`config.mk`:
```
export PLATFORM = sky130hd
export DESIGN_NAME = counting_semaphore_wait_queue
export DESIGN_NICKNAME = d
export VERILOG_FILES = /design/src/rtl/csem_pkg.sv /design/src/rtl/csem_wait_ram.sv /design/src/rtl/csem_ctrl.sv /design/src/rtl/csem_rsp_queue.sv /design/src/rtl/counting_semaphore_wait_queue.sv
export SDC_FILE = /design/constraint.sdc
export NUM_CORES = 1
export LEC_CHECK = 0
export ABC_AREA = 0
export BUFFER_PORTS_ARGS = -buffer_cell sky130_fd_sc_hd__buf_2
export CAP_MARGIN = 20
export CORE_ASPECT_RATIO = 0.9
export CORE_MARGIN = 4
export CORE_UTILIZATION = 56
export CTS_CLUSTER_SIZE = 16
export DETAILED_ROUTE_END_ITERATION = 8
export MAX_ROUTING_LAYER = met4
export PLACE_DENSITY = 0.75
export SKIP_CTS_REPAIR_TIMING = 1
export SYNTH_ARGS = -nofsm -noshare
export SYNTH_HDL_FRONTEND = slang
export SYNTH_SLANG_ARGS = --single-unit
```
`constraint.sdc`:
```
create_clock -name clock -period 8.3 [get_ports clock]
set_input_delay 0.415 -clock clock [delete_from_list [all_inputs] [get_ports clock]]
set_output_delay 0.415 -clock clock [all_outputs]
set_load 0.005 [all_outputs]
```
`src/rtl/csem_pkg.sv`:
```
// ----------------------------------------------------------------------------
// csem_pkg
// Shared types and constants of the counting semaphore with its wait queue.
// ----------------------------------------------------------------------------
package csem_pkg;

   // default depth of the wait queue
   localparam int unsigned QUEUE_DEPTH_DEF = 16;

   // field widths
   localparam int unsigned COUNT_W   = 16;
   localparam int unsigned TID_W     = 16;
   localparam int unsigned STATUS_W  = 2;
   localparam int unsigned WAITERS_W = 5;

   // largest permit count
   localparam logic [COUNT_W-1:0] COUNT_MAX = '1;

   // depth of the result queue in front of the response channel
   localparam int unsigned OQ_DEPTH = 4;

   // register file: one register at byte address 0
   localparam int unsigned CSR_ADDR_W = 2;
   localparam int unsigned CSR_DATA_W = 32;
   localparam logic [CSR_ADDR_W-1:0] REG_ADDR_INITIAL_COUNT = 2'd0;

   // operation codes
   localparam logic FUNC_WAIT   = 1'b0;
   localparam logic FUNC_SIGNAL = 1'b1;

   // status codes
   localparam logic [STATUS_W-1:0] ST_SUCCESS   = 2'd0;
   localparam logic [STATUS_W-1:0] ST_BUSY      = 2'd1;
   localparam logic [STATUS_W-1:0] ST_FULL      = 2'd2;
   localparam logic [STATUS_W-1:0] ST_SATURATED = 2'd3;

   // request word
   typedef struct packed {
      logic               func;
      logic [TID_W-1:0]   thread_id;
      logic               may_block;
   } req_type;

   // response word
   typedef struct packed {
      logic [STATUS_W-1:0]  status;
      logic                 blocked;
      logic                 wake_valid;
      logic [TID_W-1:0]     wake_thread;
      logic [COUNT_W-1:0]   count_now;
      logic [WAITERS_W-1:0] waiters_now;
   } rsp_type;

   // wait memory access of one operation
   typedef struct packed {
      logic push;
      logic pop;
   } mem_op_type;

endpackage

```
`src/rtl/csem_wait_ram.sv`:
```
// ----------------------------------------------------------------------------
// csem_wait_ram
// Thread id memory of the wait queue: one write port, one registered read.
// ----------------------------------------------------------------------------
module csem_wait_ram
   import csem_pkg::*;
#(
   parameter int unsigned DEPTH  = QUEUE_DEPTH_DEF,
   parameter int unsigned ADDR_W = 4
) (
   input  logic               clock,
   input  mem_op_type         mem_op,
   input  logic [ADDR_W-1:0]  wr_addr,
   input  logic [TID_W-1:0]   wr_data,
   input  logic [ADDR_W-1:0]  rd_addr,
   output logic [TID_W-1:0]   rd_data
);

   logic [TID_W-1:0] mem [DEPTH];
   logic [TID_W-1:0] rd_data_ff;

   // push writes the tail entry
   always_ff @(posedge clock) begin
      if (mem_op.push) begin
         mem[wr_addr] <= wr_data;
      end
   end

   // pop reads the head entry into a register; the data follows in the next cycle
   always_ff @(posedge clock) begin
      if (mem_op.pop) begin
         rd_data_ff <= mem[rd_addr];
      end
   end

   assign rd_data = rd_data_ff;

endmodule

```
`src/rtl/csem_ctrl.sv`:
```
// ----------------------------------------------------------------------------
// csem_ctrl
// Permit counter, queue pointers and waiter count; decides each operation
// and registers its result fields.
// ----------------------------------------------------------------------------
module csem_ctrl
   import csem_pkg::*;
#(
   parameter int unsigned QUEUE_DEPTH = QUEUE_DEPTH_DEF,
   parameter int unsigned PTR_W       = 4
) (
   input  logic                clock,
   input  logic                reset,
   input  logic                load_en,
   input  logic [COUNT_W-1:0]  load_value,
   input  logic                req_accept,
   input  req_type             req_data,
   output mem_op_type          mem_op,
   output logic [PTR_W-1:0]    wr_addr,
   output logic [PTR_W-1:0]    rd_addr,
   output logic                stage_valid,
   output rsp_type             stage_data
);

   localparam int unsigned CNT_W = $clog2(QUEUE_DEPTH + 1);

   logic [COUNT_W-1:0] permit_ff, permit_in;
   logic [PTR_W-1:0]   head_ff, head_in;
   logic [PTR_W-1:0]   tail_ff, tail_in;
   logic [CNT_W-1:0]   waiters_ff, waiters_in;
   logic               stage_valid_ff;
   rsp_type            stage_ff, stage_in;
   logic [STATUS_W-1:0] status;
   logic               blocked;
   logic               wake;
   mem_op_type         op;

   // pointer advance with wrap at the queue depth
   function automatic logic [PTR_W-1:0] next_slot(input logic [PTR_W-1:0] idx);
      logic [PTR_W-1:0] nxt;
      if (idx == PTR_W'(QUEUE_DEPTH - 1)) begin
         nxt = '0;
      end else begin
         nxt = idx + 1'b1;
      end
      return nxt;
   endfunction

   // decide the operation
   always_comb begin
      permit_in  = permit_ff;
      head_in    = head_ff;
      tail_in    = tail_ff;
      waiters_in = waiters_ff;
      op         = '0;
      status     = ST_SUCCESS;
      blocked    = 1'b0;
      wake       = 1'b0;
      if (load_en) begin
         permit_in = load_value;
      end
      if (req_accept) begin
         if (req_data.func == FUNC_WAIT) begin
            priority if (permit_ff != '0) begin
               permit_in = permit_ff - 1'b1;
            end else if (!req_data.may_block) begin
               status = ST_BUSY;
            end else if (waiters_ff == CNT_W'(QUEUE_DEPTH)) begin
               status = ST_FULL;
            end else begin
               op.push    = 1'b1;
               tail_in    = next_slot(tail_ff);
               waiters_in = waiters_ff + 1'b1;
               blocked    = 1'b1;
            end
         end else begin
            priority if (waiters_ff != '0) begin
               op.pop     = 1'b1;
               head_in    = next_slot(head_ff);
               waiters_in = waiters_ff - 1'b1;
               wake       = 1'b1;
            end else if (permit_ff == COUNT_MAX) begin
               status = ST_SATURATED;
            end else begin
               permit_in = permit_ff + 1'b1;
            end
         end
      end
   end

   // result fields; wake thread is filled in from the memory in the next cycle
   always_comb begin
      stage_in.status      = status;
      stage_in.blocked     = blocked;
      stage_in.wake_valid  = wake;
      stage_in.wake_thread = '0;
      stage_in.count_now   = permit_in;
      stage_in.waiters_now = WAITERS_W'(waiters_in);
   end

   // control state
   always_ff @(posedge clock) begin
      if (reset) begin
         permit_ff      <= '0;
         head_ff        <= '0;
         tail_ff        <= '0;
         waiters_ff     <= '0;
         stage_valid_ff <= 1'b0;
      end else begin
         permit_ff      <= permit_in;
         head_ff        <= head_in;
         tail_ff        <= tail_in;
         waiters_ff     <= waiters_in;
         stage_valid_ff <= req_accept;
      end
   end

   // result payload
   always_ff @(posedge clock) begin
      if (req_accept) begin
         stage_ff <= stage_in;
      end
   end

   assign mem_op      = op;
   assign wr_addr     = tail_ff;
   assign rd_addr     = head_ff;
   assign stage_valid = stage_valid_ff;
   assign stage_data  = stage_ff;

endmodule

```
`src/rtl/csem_rsp_queue.sv`:
```
// ----------------------------------------------------------------------------
// csem_rsp_queue
// Small result queue in front of the response channel; merges the woken
// thread id read from the wait memory.
// ----------------------------------------------------------------------------
module csem_rsp_queue
   import csem_pkg::*;
(
   input  logic                              clock,
   input  logic                              reset,
   input  logic                              push,
   input  rsp_type                           push_data,
   input  logic [TID_W-1:0]                  wake_data,
   output logic [$clog2(OQ_DEPTH + 1)-1:0]   level,
   output logic                              rsp_valid,
   input  logic                              rsp_stall,
   output rsp_type                           rsp_data
);

   localparam int unsigned QP_W  = $clog2(OQ_DEPTH);
   localparam int unsigned LVL_W = $clog2(OQ_DEPTH + 1);

   rsp_type          q_ff [OQ_DEPTH];
   rsp_type          entry;
   logic [QP_W-1:0]  wr_ptr_ff, wr_ptr_in;
   logic [QP_W-1:0]  rd_ptr_ff, rd_ptr_in;
   logic [LVL_W-1:0] level_ff, level_in;
   logic             pop;

   // woken thread id comes straight from the memory read register
   always_comb begin
      entry = push_data;
      if (push_data.wake_valid) begin
         entry.wake_thread = wake_data;
      end else begin
         entry.wake_thread = '0;
      end
   end

   assign pop = rsp_valid && !rsp_stall;

   // pointer and level update
   always_comb begin
      wr_ptr_in = wr_ptr_ff;
      rd_ptr_in = rd_ptr_ff;
      level_in  = level_ff;
      if (push) begin
         wr_ptr_in = wr_ptr_ff + 1'b1;
      end
      if (pop) begin
         rd_ptr_in = rd_ptr_ff + 1'b1;
      end
      unique case ({push, pop})
         2'b10:   level_in = level_ff + 1'b1;
         2'b01:   level_in = level_ff - 1'b1;
         default: level_in = level_ff;
      endcase
   end

   always_ff @(posedge clock) begin
      if (reset) begin
         wr_ptr_ff <= '0;
         rd_ptr_ff <= '0;
         level_ff  <= '0;
      end else begin
         wr_ptr_ff <= wr_ptr_in;
         rd_ptr_ff <= rd_ptr_in;
         level_ff  <= level_in;
      end
   end

   // entry storage
   always_ff @(posedge clock) begin
      if (push) begin
         q_ff[wr_ptr_ff] <= entry;
      end
   end

   assign level     = level_ff;
   assign rsp_valid = (level_ff != '0);
   assign rsp_data  = q_ff[rd_ptr_ff];

endmodule

```
`src/rtl/counting_semaphore_wait_queue.sv`:
```
// ----------------------------------------------------------------------------
// counting_semaphore_wait_queue
// Counting semaphore with a FIFO of waiting thread ids.
// ----------------------------------------------------------------------------
// Each request word is a wait or a signal and gives exactly one response
// word. A new request can be taken every cycle while req_stall is low: the
// permit counter, queue pointers and waiter count are updated in the accept
// cycle, and the thread id memory (one write port, one registered read port)
// is read on a signal with waiters so the woken id is ready in the next
// cycle. Responses pass through a four-word queue; the request side is stalled
// while that queue and the word in flight would fill it. The thread id memory
// needs no clearing after reset. Writing initial_count (offset 0) loads the
// permit counter; users write it only while the block is idle (not enforced).
// ----------------------------------------------------------------------------
module counting_semaphore_wait_queue
   import csem_pkg::*;
#(
   parameter int unsigned QUEUE_DEPTH = QUEUE_DEPTH_DEF
) (
   input  logic                   clock,
   input  logic                   reset,
   // request channel
   input  logic                   req_valid,
   output logic                   req_stall,
   input  req_type                req_data,
   // response channel
   output logic                   rsp_valid,
   input  logic                   rsp_stall,
   output rsp_type                rsp_data,
   // register port
   input  logic                   psel,
   input  logic                   penable,
   input  logic                   pwrite,
   input  logic [CSR_ADDR_W-1:0]  paddr,
   input  logic [CSR_DATA_W-1:0]  pwdata,
   output logic [CSR_DATA_W-1:0]  prdata,
   output logic                   pready
);

   localparam int unsigned PTR_W = (QUEUE_DEPTH > 1) ? $clog2(QUEUE_DEPTH) : 1;
   localparam int unsigned LVL_W = $clog2(OQ_DEPTH + 1);

   logic [COUNT_W-1:0] initial_count_ff;
   logic               csr_wr;
   logic               req_accept;
   mem_op_type         mem_op;
   logic [PTR_W-1:0]   wr_addr;
   logic [PTR_W-1:0]   rd_addr;
   logic [TID_W-1:0]   rd_data;
   logic               stage_valid;
   rsp_type            stage_data;
   logic [LVL_W-1:0]   level;
   logic [LVL_W:0]     in_use;

   // register write and read
   assign pready = 1'b1;
   assign csr_wr = psel && penable && pwrite && pready && (paddr == REG_ADDR_INITIAL_COUNT);

   always_ff @(posedge clock) begin
      if (reset) begin
         initial_count_ff <= '0;
      end else if (csr_wr) begin
         initial_count_ff <= pwdata[COUNT_W-1:0];
      end
   end

   always_comb begin
      if (paddr == REG_ADDR_INITIAL_COUNT) begin
         prdata = CSR_DATA_W'(initial_count_ff);
      end else begin
         prdata = '0;
      end
   end

   // request admission: queued words plus the word in flight leave room
   assign in_use     = {1'b0, level} + (LVL_W + 1)'(stage_valid);
   assign req_stall  = (in_use >= (LVL_W + 1)'(OQ_DEPTH));
   assign req_accept = req_valid && !req_stall;

   csem_ctrl #(
      .QUEUE_DEPTH (QUEUE_DEPTH),
      .PTR_W       (PTR_W)
   ) u_ctrl (
      .clock       (clock),
      .reset       (reset),
      .load_en     (csr_wr),
      .load_value  (pwdata[COUNT_W-1:0]),
      .req_accept  (req_accept),
      .req_data    (req_data),
      .mem_op      (mem_op),
      .wr_addr     (wr_addr),
      .rd_addr     (rd_addr),
      .stage_valid (stage_valid),
      .stage_data  (stage_data)
   );

   csem_wait_ram #(
      .DEPTH  (QUEUE_DEPTH),
      .ADDR_W (PTR_W)
   ) u_wait_ram (
      .clock   (clock),
      .mem_op  (mem_op),
      .wr_addr (wr_addr),
      .wr_data (req_data.thread_id),
      .rd_addr (rd_addr),
      .rd_data (rd_data)
   );

   csem_rsp_queue u_rsp_queue (
      .clock     (clock),
      .reset     (reset),
      .push      (stage_valid),
      .push_data (stage_data),
      .wake_data (rd_data),
      .level     (level),
      .rsp_valid (rsp_valid),
      .rsp_stall (rsp_stall),
      .rsp_data  (rsp_data)
   );

endmodule

```
==> reports/results.ini <==
[clocking]
clkLatencyLatePin_ns=0.59
numCtsBuffers=50
clk_path_buf_depth=3
cts.clk_slew.worst_paths_ns=0.06
htreeDepth=2
cts_root_buf=clkbuf_16
cts_tree=yes
cts_num_sinks=516

[synthesis]
synth_ff_type=edfxtp_1
synth_top_area_share_pct=65.8
synthCells=1201
ys_types=73
yosys.area.top_type=edfxtp_1
syn-cell-area_mm2=0.0210
synthArstFlopShare_pct=0
synth_edf_count=461
ys_warn_count=0
synth.area.top_cells=edfxtp_1 (66%), mux4_2 (13%), dfxtp_1 (5.2%)
synth_most_common_cell=edfxtp_1
ys_ff_latch=516
postSynthAreaPerCell_um2=17.5
synth_commonest_cells=edfxtp_1 (461), mux4_2 (121), nand2_1 (58), dfxtp_1 (55), and2_1 (48)
yosysSeqAreaShare_pct=71.0

[finish]
syn_to_final_growth_pct=13.0
drive_gt1_share_pct=26.1
num-nets-final=1381

[timing]
max_clock_freq_mhz=241
finalCritPeriodShare_pct=50.0
slew_violations=0
finalSetupViolations=0
skew_ns=0.0182
slew_headroom_pct=24.4
worst_pin_slew_ns=1.13
period_minus_slack_ns=4.15
fin_tns_setup_ns=0
hold_viol=0
rsz0062_at_grt=false

[setup_path]
crit_path_end_kind=register
cp.required_ns=8.58
cp_cell_sequence=inv_1, ha_1, or4b_1, or4_4, nor3_2, nand3_1, nor2_1, buf_4
critPathKind=reg -> reg
cp_slowest_cell=nor2_1
critPathArrivalTime_ns=4.43
critPathMaxFanout=9
crit_path_start_kind=register
cp_slowest_stage_delay_ns=0.83

[die]
io_pins=135
start_util_pct=56.6
num_rows=67
die_area_mm2=0.0407
die_y_um=192
core-area_mm2=0.0371
die_width_um=212

[pwr]
powerDensity_mw_per_mm2=303
p_leak_nw=7.72
power_mw=7.20
irDropWorstVdd_mv=0.181

[global_routing]
grt_pass1_wl_um=67500
grt-ovfl-total=0
grt_max_degree=69
grtUsageTotal_pct=22.6
grt_pass1_vias=11100
antenna_found_initial=3

[route]
drc=0
viasPerCell=6.08
drtAntennaViolNets=0
drt_first_iter_violations=1079
via_count=11200
wl_per_cell_um=24.1
postRouteWirelength_um=44100
first_pass_iters=6

[place]
dpl.hpwl_um=26700
gp_congestion=0.907
portBuffers=101

[job]
cap_violations=0

[hold_path]
hold_class=in -> reg

[outcome]
status=finished clean

[layout by cell type (no fill, tap or decap), types with 8 or more instances in the layout]
cell type    n
a21boi_0    10
a21oi_1     39
and2_1      44
buf_2      101
buf_4       23
clkbuf_1    11
clkbuf_16   53
clkinv_1    10
clkinv_2     9
conb_1      17
dfxtp_1     50
edfxtp_1   461
ha_1        15
inv_1       28
mux2i_1     10
mux4_2     121
nand2_1     58
nand3_1     17
nand4_1     11
nor2_1      42
nor3_1      18
nor4_1      10
o21ai_0     17
o22ai_1     16
o32ai_1      8
[final cells by class]
cell class	instances	area, µm²
repair buffers	129	786
diodes	2	5.00
well taps	483	604
inverters	29	109
fillers	2545	13400
clock inverters	28	312
multi-input cells	580	5610
flip-flops and latches	516	15000
clock buffers	66	1400
[cell families (layout without fill, tap and decap cells)]
kind of cell	count (synthesis)	count (layout)	synth area share, %
buffers and inverters	120	252	2.75
other	2	19	0.0357
AOI/OAI and AO/OA	147	147	4.65
adders and majority gates	16	16	0.987
DFF	516	516	71.0
and+or+nand+nor	257	257	6.60
xor gates and xnor gates	12	12	0.500
muxes	131	131	13.4
[per-stage QoR]
step	std cells	util (%)	cell area, µm²	hold WS, ns	worst slack, ns
global route	1833	64.0	23800	0.0951	3.96
CTS	1823	63.6	23600	0.0668	4.02
floorplan	1216	-	21100	0.429	4.41
global placement	1729	59.0	21900	0.439	4.15
detailed placement	1729	59.0	21900	0.444	4.06
finish	1833	64.0	23800	0.0956	4.15
[state kept, by name, summed over array words and instances, names as in the netlist, named ones only]
register,cells
u_wait_ram.mem,256
u_rsp_queue.q_ff,164
u_ctrl.stage_data,25
initial_count_ff,16
u_ctrl.permit_ff,16
u_wait_ram.rd_data,16
u_ctrl.waiters_ff,5
u_ctrl.rd_addr,4
u_ctrl.wr_addr,4
u_rsp_queue.level,3
u_rsp_queue.rd_ptr_ff,2
u_rsp_queue.wr_ptr_ff,2
u_ctrl.stage_valid,1
[final timing paths]
path / from / to / slack (ns) / cells after the start
setup / recovery: u_ctrl.permit_ff[0] / u_wait_ram.mem[14][4] / 4.15 / 8
hold / removal: pwdata[3] / initial_count_ff[3] / 0.1 / 3
hold reg to reg: initial_count_ff[7] / initial_count_ff[7] / 0.45 / 2
setup reg to reg: u_ctrl.permit_ff[0] / u_wait_ram.mem[14][4] / 4.15 / 8
[routing by layer]
layer	global-route usage, %	wire length, µm	vias to the layer above
met3	5.08	3590	57
li1	-	-	5006
met1	33.4	19400	5674
met2	33.2	20500	415
met5	-	0	-
met4	4.78	650	0
[worst max-delay path, delay by kind of cell, from the launching register on]
kind,cells,cell delay (ns)
AND/OR/NAND/NOR,5,2.74
flip-flops,1,0.37
buffers and inverters,2,0.53
adder cells (fa/ha/maj),1,0.20
[power by group]
part	switching [mW]	internal, mW	total [mW]
sequential	0.209	3.12	3.33
combinational	0.884	0.655	1.54
clock	0.931	1.40	2.33
No activity file was read; power rests on OpenSTA's default activity.
